$ cat config.mk
export PLATFORM = sky130hd
export DESIGN_NAME = queued_beep_pattern_generator
export DESIGN_NICKNAME = d
export VERILOG_FILES = /design/src/hdl/qbpg_pkg.sv /design/src/hdl/qbpg_ram.sv /design/src/hdl/queued_beep_pattern_generator.sv
export SDC_FILE = /design/constraint.sdc
export NUM_CORES = 1
export LEC_CHECK = 0
export ABC_AREA = 1
export BUFFER_PORTS_ARGS = -buffer_cell sky130_fd_sc_hd__buf_2
export CORE_ASPECT_RATIO = 0.5
export CORE_UTILIZATION = 55
export CTS_BUF_LIST = sky130_fd_sc_hd__clkbuf_8
export CTS_CLUSTER_DIAMETER = 150
export DETAILED_ROUTE_END_ITERATION = 10
export PLACE_DENSITY = 0.69
export SYNTH_ARGS = -nofsm -noshare
export SYNTH_HDL_FRONTEND = slang
export SYNTH_SLANG_ARGS = --single-unit
$ cat constraint.sdc
create_clock -name clk -period 5.7 [get_ports clk]
set_input_delay 0 -clock clk [delete_from_list [all_inputs] [get_ports clk]]
set_output_delay 0 -clock clk [all_outputs]
set_load 0.1 [all_outputs]
$ cat src/hdl/qbpg_pkg.sv
// Package for the queued beep pattern generator.
// Holds the request, result and queue entry types and the shared codes.
// It depends on nothing else.
package qbpg_pkg;

  typedef struct packed {
    logic        op;
    logic [7:0]  pulse_count;
    logic [15:0] on_time;
    logic [15:0] off_time;
    logic        wants_notice;
  } in_item_t;

  typedef enum logic [2:0] {
    EV_NONE     = 3'd0,
    EV_QUEUED   = 3'd1,
    EV_FULL     = 3'd2,
    EV_DISABLED = 3'd3,
    EV_FINISHED = 3'd4
  } event_t;

  typedef struct packed {
    logic   buzzer_level;
    event_t event_res;
    logic   notice;
  } out_item_t;

  typedef struct packed {
    logic [7:0]  pulse_count;
    logic [15:0] on_time;
    logic [15:0] off_time;
    logic        wants_notice;
  } queue_entry_t;

  typedef enum logic [2:0] {
    PH_IDLE = 3'b001,
    PH_ON   = 3'b010,
    PH_OFF  = 3'b100
  } phase_t;

  localparam logic OP_TICK    = 1'b0;
  localparam logic OP_REQUEST = 1'b1;

  localparam logic REG_ENABLED      = 1'b0;
  localparam logic REG_PIN_ATTACHED = 1'b1;

endpackage

$ cat src/hdl/qbpg_ram.sv
// Generic single-write, single-read RAM with a registered read port.
// Used for the request queue; it depends on no package.
module qbpg_ram #(
  parameter int WIDTH = 8,
  parameter int DEPTH = 8
) (
  input  logic                                     clk,
  input  logic                                     we,
  input  logic [((DEPTH > 1) ? $clog2(DEPTH) : 1)-1:0] waddr,
  input  logic [WIDTH-1:0]                         wdata,
  input  logic [((DEPTH > 1) ? $clog2(DEPTH) : 1)-1:0] raddr,
  output logic [WIDTH-1:0]                         rdata
);

  logic [WIDTH-1:0] mem [DEPTH];

  always_ff @(posedge clk) begin
    if (we) begin
      mem[waddr] <= wdata;
    end
    rdata <= mem[raddr];
  end

endmodule

$ cat src/hdl/queued_beep_pattern_generator.sv
// Top level of the queued beep pattern generator.
// Depends on qbpg_pkg for its types and on qbpg_ram for the request queue.
//
// Usage: the in_ channel carries both beep requests and one-millisecond ticks.
// A request is queued, or dropped when the block is disabled or the queue is
// full. Ticks pop the oldest request and time its on and off phases. Every
// accepted item yields exactly one result on the out_ channel, which reports
// the buzzer level after that item, the event and the notice flag.
// The APB-style port holds the enable register at address 0 and the pin
// attached register at address 4; writes take effect at the access cycle.
// The result sits in the output register on the cycle after acceptance.
// Throughput is one item per cycle while the receiver takes results; the
// queue head is read from the RAM at the next head address, and a request written to
// the slot being read is forwarded around the RAM.
// A stalled receiver holds the output register; in_ready stays high while the
// held result is taken in the same cycle.
// Reset empties the queue, idles the player, drives the buzzer low, sets
// enabled and clears pin attached. No clearing pass over the queue is needed.
module queued_beep_pattern_generator #(
  parameter int QUEUE_DEPTH = 8
) (
  input  logic                clk,
  input  logic                rst_n,
  input  logic                in_valid,
  output logic                in_ready,
  input  qbpg_pkg::in_item_t  in_data,
  output logic                out_valid,
  input  logic                out_ready,
  output qbpg_pkg::out_item_t out_data,
  input  logic                psel,
  input  logic                penable,
  input  logic                pwrite,
  input  logic [2:0]          paddr,
  input  logic [31:0]         pwdata,
  output logic [31:0]         prdata,
  output logic                pready
);
  import qbpg_pkg::*;

  localparam int PTR_W  = (QUEUE_DEPTH > 1) ? $clog2(QUEUE_DEPTH) : 1;
  localparam int FILL_W = $clog2(QUEUE_DEPTH + 1);
  localparam int ENT_W  = $bits(queue_entry_t);
  localparam logic [PTR_W-1:0]  LAST_SLOT = PTR_W'(QUEUE_DEPTH - 1);
  localparam logic [FILL_W-1:0] FULL_FILL = FILL_W'(QUEUE_DEPTH);

  logic              enabled_r, enabled_nxt;
  logic              pin_r, pin_nxt;
  logic [PTR_W-1:0]  head_r, head_nxt;
  logic [PTR_W-1:0]  tail_r, tail_nxt;
  logic [FILL_W-1:0] fill_r, fill_nxt;
  phase_t            phase_r, phase_nxt;
  logic [15:0]       rem_r, rem_nxt;
  logic [7:0]        beeps_r, beeps_nxt;
  logic [7:0]        beeps_dec;
  logic [15:0]       cur_on_r, cur_on_nxt;
  logic [15:0]       cur_off_r, cur_off_nxt;
  logic              cur_notice_r, cur_notice_nxt;
  logic              level_r, level_nxt;
  logic              fwd_r, fwd_nxt;
  queue_entry_t      fwd_data_r;
  logic              out_valid_r;
  out_item_t         out_data_r;

  logic              in_fire;
  logic              cfg_wr;
  logic              we;
  queue_entry_t      wentry;
  queue_entry_t      head_ent;
  logic [ENT_W-1:0]  ram_rdata;
  event_t            ev;
  logic              nt;

  assign in_ready  = !out_valid_r || out_ready;
  assign in_fire   = in_valid && in_ready;
  assign out_valid = out_valid_r;
  assign out_data  = out_data_r;
  assign pready    = 1'b1;
  assign cfg_wr    = psel && penable && pwrite;
  assign beeps_dec = beeps_r - 8'd1;

  assign wentry.pulse_count  = in_data.pulse_count;
  assign wentry.on_time      = in_data.on_time;
  assign wentry.off_time     = in_data.off_time;
  assign wentry.wants_notice = in_data.wants_notice;

  assign head_ent = fwd_r ? fwd_data_r : queue_entry_t'(ram_rdata);

  always_comb begin
    unique case (paddr[2])
      REG_ENABLED:      prdata = {31'd0, enabled_r};
      REG_PIN_ATTACHED: prdata = {31'd0, pin_r};
      default:          prdata = 32'd0;
    endcase
  end

  always_comb begin
    enabled_nxt    = enabled_r;
    pin_nxt        = pin_r;
    head_nxt       = head_r;
    tail_nxt       = tail_r;
    fill_nxt       = fill_r;
    phase_nxt      = phase_r;
    rem_nxt        = rem_r;
    beeps_nxt      = beeps_r;
    cur_on_nxt     = cur_on_r;
    cur_off_nxt    = cur_off_r;
    cur_notice_nxt = cur_notice_r;
    level_nxt      = level_r;
    we             = 1'b0;
    ev             = EV_NONE;
    nt             = 1'b0;

    if (in_fire) begin
      if (in_data.op == OP_REQUEST) begin
        if (!enabled_r) begin
          ev = EV_DISABLED;
          nt = in_data.wants_notice;
        end else if (fill_r >= FULL_FILL) begin
          ev = EV_FULL;
          nt = in_data.wants_notice;
        end else begin
          we       = 1'b1;
          tail_nxt = (tail_r == LAST_SLOT) ? '0 : tail_r + PTR_W'(1);
          fill_nxt = fill_r + FILL_W'(1);
          ev       = EV_QUEUED;
        end
      end else if (phase_r == PH_IDLE) begin
        if (fill_r != '0) begin
          head_nxt       = (head_r == LAST_SLOT) ? '0 : head_r + PTR_W'(1);
          fill_nxt       = fill_r - FILL_W'(1);
          cur_on_nxt     = head_ent.on_time;
          cur_off_nxt    = head_ent.off_time;
          cur_notice_nxt = head_ent.wants_notice;
          if (head_ent.pulse_count == 8'd0 || !enabled_r || !pin_r) begin
            level_nxt = 1'b0;
            phase_nxt = PH_IDLE;
            rem_nxt   = '0;
            beeps_nxt = '0;
            ev        = EV_FINISHED;
            nt        = head_ent.wants_notice;
          end else begin
            beeps_nxt = head_ent.pulse_count;
            phase_nxt = PH_ON;
            rem_nxt   = head_ent.on_time;
            level_nxt = 1'b1;
          end
        end
      end else if (rem_r > 16'd1) begin
        rem_nxt = rem_r - 16'd1;
      end else if (phase_r == PH_ON) begin
        if (beeps_dec == 8'd0) begin
          level_nxt = 1'b0;
          phase_nxt = PH_IDLE;
          rem_nxt   = '0;
          beeps_nxt = '0;
          ev        = EV_FINISHED;
          nt        = cur_notice_r;
        end else begin
          beeps_nxt = beeps_dec;
          phase_nxt = PH_OFF;
          rem_nxt   = cur_off_r;
          level_nxt = 1'b0;
        end
      end else begin
        phase_nxt = PH_ON;
        rem_nxt   = cur_on_r;
        level_nxt = 1'b1;
      end
    end

    if (cfg_wr) begin
      unique case (paddr[2])
        REG_ENABLED: begin
          enabled_nxt = pwdata[0];
          if (!pwdata[0]) begin
            level_nxt = 1'b0;
          end
        end
        REG_PIN_ATTACHED: pin_nxt = pwdata[0];
        default: ;
      endcase
    end
  end

  assign fwd_nxt = we && (tail_r == head_nxt);

  qbpg_ram #(
    .WIDTH (ENT_W),
    .DEPTH (QUEUE_DEPTH)
  ) u_queue (
    .clk   (clk),
    .we    (we),
    .waddr (tail_r),
    .wdata (ENT_W'(wentry)),
    .raddr (head_nxt),
    .rdata (ram_rdata)
  );

  always_ff @(posedge clk) begin
    if (!rst_n) begin
      enabled_r   <= 1'b1;
      pin_r       <= 1'b0;
      head_r      <= '0;
      tail_r      <= '0;
      fill_r      <= '0;
      phase_r     <= PH_IDLE;
      rem_r       <= '0;
      beeps_r     <= '0;
      level_r     <= 1'b0;
      fwd_r       <= 1'b0;
      out_valid_r <= 1'b0;
    end else begin
      enabled_r <= enabled_nxt;
      pin_r     <= pin_nxt;
      head_r    <= head_nxt;
      tail_r    <= tail_nxt;
      fill_r    <= fill_nxt;
      phase_r   <= phase_nxt;
      rem_r     <= rem_nxt;
      beeps_r   <= beeps_nxt;
      level_r   <= level_nxt;
      fwd_r     <= fwd_nxt;
      if (in_fire) begin
        out_valid_r <= 1'b1;
      end else if (out_ready) begin
        out_valid_r <= 1'b0;
      end
    end
  end

  always_ff @(posedge clk) begin
    cur_on_r     <= cur_on_nxt;
    cur_off_r    <= cur_off_nxt;
    cur_notice_r <= cur_notice_nxt;
    fwd_data_r   <= wentry;
    if (in_fire) begin
      out_data_r.buzzer_level <= level_nxt;
      out_data_r.event_res    <= ev;
      out_data_r.notice       <= nt;
    end
  end

  a_fill_bound : assert property (@(posedge clk) disable iff (!rst_n)
    fill_r <= FULL_FILL)
    else $error("queue fill count exceeds the queue depth");

  a_idle_low : assert property (@(posedge clk) disable iff (!rst_n)
    phase_r == PH_IDLE |-> !level_r)
    else $error("buzzer driven high while the player is idle");

  a_empty_ptrs : assert property (@(posedge clk) disable iff (!rst_n)
    fill_r == '0 |-> head_r == tail_r)
    else $error("empty queue with head and tail apart");

  a_full_drop : assert property (@(posedge clk) disable iff (!rst_n)
    in_fire && in_data.op == OP_REQUEST && enabled_r && fill_r == FULL_FILL
    |=> out_valid && out_data_r.event_res == EV_FULL)
    else $error("request into a full queue not reported as dropped");

endmodule
==> metrics.log <==
INFO  metric synth_largest_type_area_fraction = 51.9%
INFO  metric hold_viol = 0
INFO  metric avgViaCountPerCell = 5.34
INFO  metric clk_transition_reported_paths = 70 ps
INFO  metric critPathKind = reg -> reg
INFO  metric layout_common_cells = nand2_1 (506), edfxtp_1 (366), inv_1 (271)
INFO  metric clock_sinks = 490
INFO  metric clock-root-buffer = clkbuf_8
INFO  metric wl_per_cell = 17.5 um
INFO  metric cts_buffers = 70
INFO  metric clk_skew = 15.5 ps
INFO  metric chipWidth = 280 um
INFO  metric dpl.hpwl = 24900 um
INFO  metric cell_area_synth = 21200 um2
INFO  metric min_period_over_period = 59.8%
INFO  metric flip_flop_and_latch_count_after_synthesis = 490
INFO  metric core-area = 37700 um2
INFO  metric wirelength = 47600 um
INFO  metric cts_htree_levels = 3
INFO  metric worstPathMaxFanout = 46
INFO  metric critPathTopFamily = simple AND/OR/NAND/NOR gates
INFO  metric final_util = 62.4%
INFO  metric worst-endpoint-required = 6260 ps
INFO  metric clock.fmax = 293 MHz
INFO  metric io_buffers = 58
INFO  metric netSwitchingFraction = 32.0%
INFO  metric part_of_the_total_power_dissipated_in_the_clock_network = 28.7%
INFO  metric seq_power_share = 48.2%
INFO  metric setup_viol = 0
INFO  metric fin_nets = 2233
INFO  metric critical-path-slowest-cell = nor2_8
INFO  metric num_io_pins = 124
INFO  metric slew_headroom = 30.7%
INFO  metric synth_cells = 2037
INFO  metric grt_first_pass_wirelength = 74000 um
INFO  metric detail_route.first_pass.iterations = 6
INFO  metric total_leakage_power = 9.86 nW
INFO  metric post_cts_resize_count = 0
INFO  metric drc_errors = 0
INFO  metric antenna_violating_nets_post_route = 0
INFO  metric edff_count_synth = 366
INFO  metric syn2layout_area_growth = 11.0%
INFO  metric fin_cells = 2714
INFO  metric ir_worst_vdd = 165 uV
INFO  metric core.rowCount = 50
INFO  metric critPathLaunchType = flip-flop
INFO  metric timing.setup.tns = 0 ps
INFO  metric yosys.cell_types.count = 39
INFO  metric crit_arrival = 3970 ps
INFO  metric pwr_density_cell = 377 nW/um2
INFO  metric grt_max_degree = 79
INFO  metric layout.cells.most_common = nand2_1
INFO  metric most_common_cell_type_on_the_critical_path = nand2_1
INFO  metric min-delay-path-class = in -> reg
INFO  metric tritoncts = yes
INFO  metric finalWorstPathRequiredPeriod = 3410 ps
INFO  metric detailedRoute.firstIterationViolations = 1340
INFO  metric rsz0062_at_grt = false
INFO  metric power.internal = 0.00603 W
INFO  metric fp.dieH = 141 um
INFO  metric insertion_delay = 620 ps
INFO  metric netSwitchingPower = 0.00283 W
INFO  metric netlist.top_cell.by_area = edfxtp_1
INFO  metric synth_sequential_area_ratio = 63.6%
INFO  metric timing.final.max_slew_violations = 0
INFO  metric global_route.overflow_total = 0
INFO  metric synthesis.yosys.warnings = 0
INFO  metric start_util = 56.2%
INFO  metric via_count_of_the_first_global_routing_pass = 13.5k
INFO  metric postSynthAreaPerCell = 10.4 um2
INFO  metric ys_dominant_reg_cell = edfxtp_1
INFO  metric run_status = finished, final reports clean
INFO  metric pwr-share-comb = 23.2%
INFO  metric synth.area.top_cells = edfxtp_1 (52%), dfxtp_1 (12%), nand2_1 (9.0%)
INFO  metric critPathBufInv = 3
INFO  metric die_area = 39300 um2
INFO  metric timing.critical_path.cells = nand2_2 > nand2_2 > inv_2 > nand2_4 > nor2_8 > nand2_1 > o21ai_4 > buf_4 > buf_4 > nand3_1 > nand2_1 > nand2_1 > nand2_1
INFO  metric place_congestion = 0.888
INFO  metric max_cap_viol_count = 0
INFO  metric cp_slowest_stage_delay = 610 ps
INFO  metric synth_async_sr_flop_share = 0%
INFO  metric power.total = 0.00886 W
INFO  metric cp-end-kind = flip-flop
INFO  metric timing_worst_slew_pin_value = 1040 ps
INFO  metric grt.total_usage = 24.4%
INFO  metric numPlacedInstances = 2531
INFO  metric antenna_found_initial = 2
INFO  metric fraction_of_layout_instances_using_a_drive_strength_above_1 = 10.5%
INFO  metric clockBufferDepth = 3
INFO  metric route.vias.total = 14.5k
-- path summary, 6_finish.rpt --
kind                                start                 to  slack, ps  cells past startpoint
worst max-delay path            out_valid  u_queue.rdata[11]       2290                     13
worst min-delay path              penable            level_r        110                      6
worst max register to register  out_valid  u_queue.rdata[11]       2290                     13
worst min register to register  fill_r[2]          fill_r[2]        530                      2
-- cells in the mapped netlist, drive strengths merged (3+ instances only) --
library cell / n
clkbuf: 38
a31oi: 3
inv: 241
dfxtp: 124
ha: 12
xor2: 8
nand3: 205
nor2: 62
o21ai: 53
nor3: 15
nand2: 511
nand3b: 165
nand4: 19
edfxtp: 366
buf: 102
a21oi: 63
mux2: 33
xnor2: 4
-- metrics by stage --
step	setup slack (ps)	hold WS, ps	area [um2]
finish	2290	110	23500
global route	2050	105	23500
CTS	2290	68.9	23500
detailed placement	2340	200	21700
global placement	2380	197	21700
floorplan	746	27.7	21300
-- kinds of logic after synthesis --
kind of cell,Yosys count,share of synthesized area (%)
compound gates,125,3.07
xor+xnor,12,0.496
flops,490,63.6
buf+inv,382,8.13
other cells,2,0.0355
fa+ha+maj,13,0.803
simple gates,980,22.1
mux,33,1.75
-- final cells by class --
type,count,area [um2]
Inverter,242,908
Multi-Input combinational cell,1195,6180
Clock inverter,52,218
Clock buffer,77,1060
Sequential cell,490,13500
Antenna cell,1,2.50
Fill cell,3012,14100
Timing Repair Buffer,137,1020
Tap cell,520,651
-- timing repair --
item,4_1_cts,5_1_grt
hold buffers,53,0
setup buffers,0,0
hold endpoints to repair,415,0
-- layer usage --
layer / GRT usage, % / vias up / part of all wire, % / wire (um)
met1: 35.4 / 6977 / 46 / 21900
li1: - / 6939 / - / -
met2: 37.9 / 518 / 45 / 21500
met4: 6.87 / 0 / 1.1 / 510
met5: 0 / - / 0 / 0
met3: 4.54 / 52 / 7.8 / 3720
-- sequential cells by signal, summed over array words and instances, names as in the netlist, 3 cells and up --
signal and count:
phase_r 3, out_data 5, fill_r 4, u_queue.rdata 41, u_queue.mem 328, head_r 3, rem_r 16, cur_on_r 16
beeps_r 8, fwd_data_r 41, tail_r 3, cur_off_r 16
-- worst min-delay path, cell delays in order --
cell	delay, ps
buf_2	100
nand3_1	140
nor3_1	120
nor2_1	100
o31ai_1	80
nor3_1	130
-- power groups by stage --
| stage | clock network (W) | registers, W | logic (W) |
|---|---|---|---|
| after global placement | 0 | 0.00433 | 0.00198 |
| after CTS | 0.00257 | 0.00426 | 0.00204 |
| final | 0.00254 | 0.00426 | 0.00205 |
| after floorplan | 0 | 0.00434 | 0.00151 |
| after global routing | 0.00274 | 0.00429 | 0.00228 |
| after detailed placement | 0 | 0.00434 | 0.00200 |
Power figures use the tool's default switching activity.
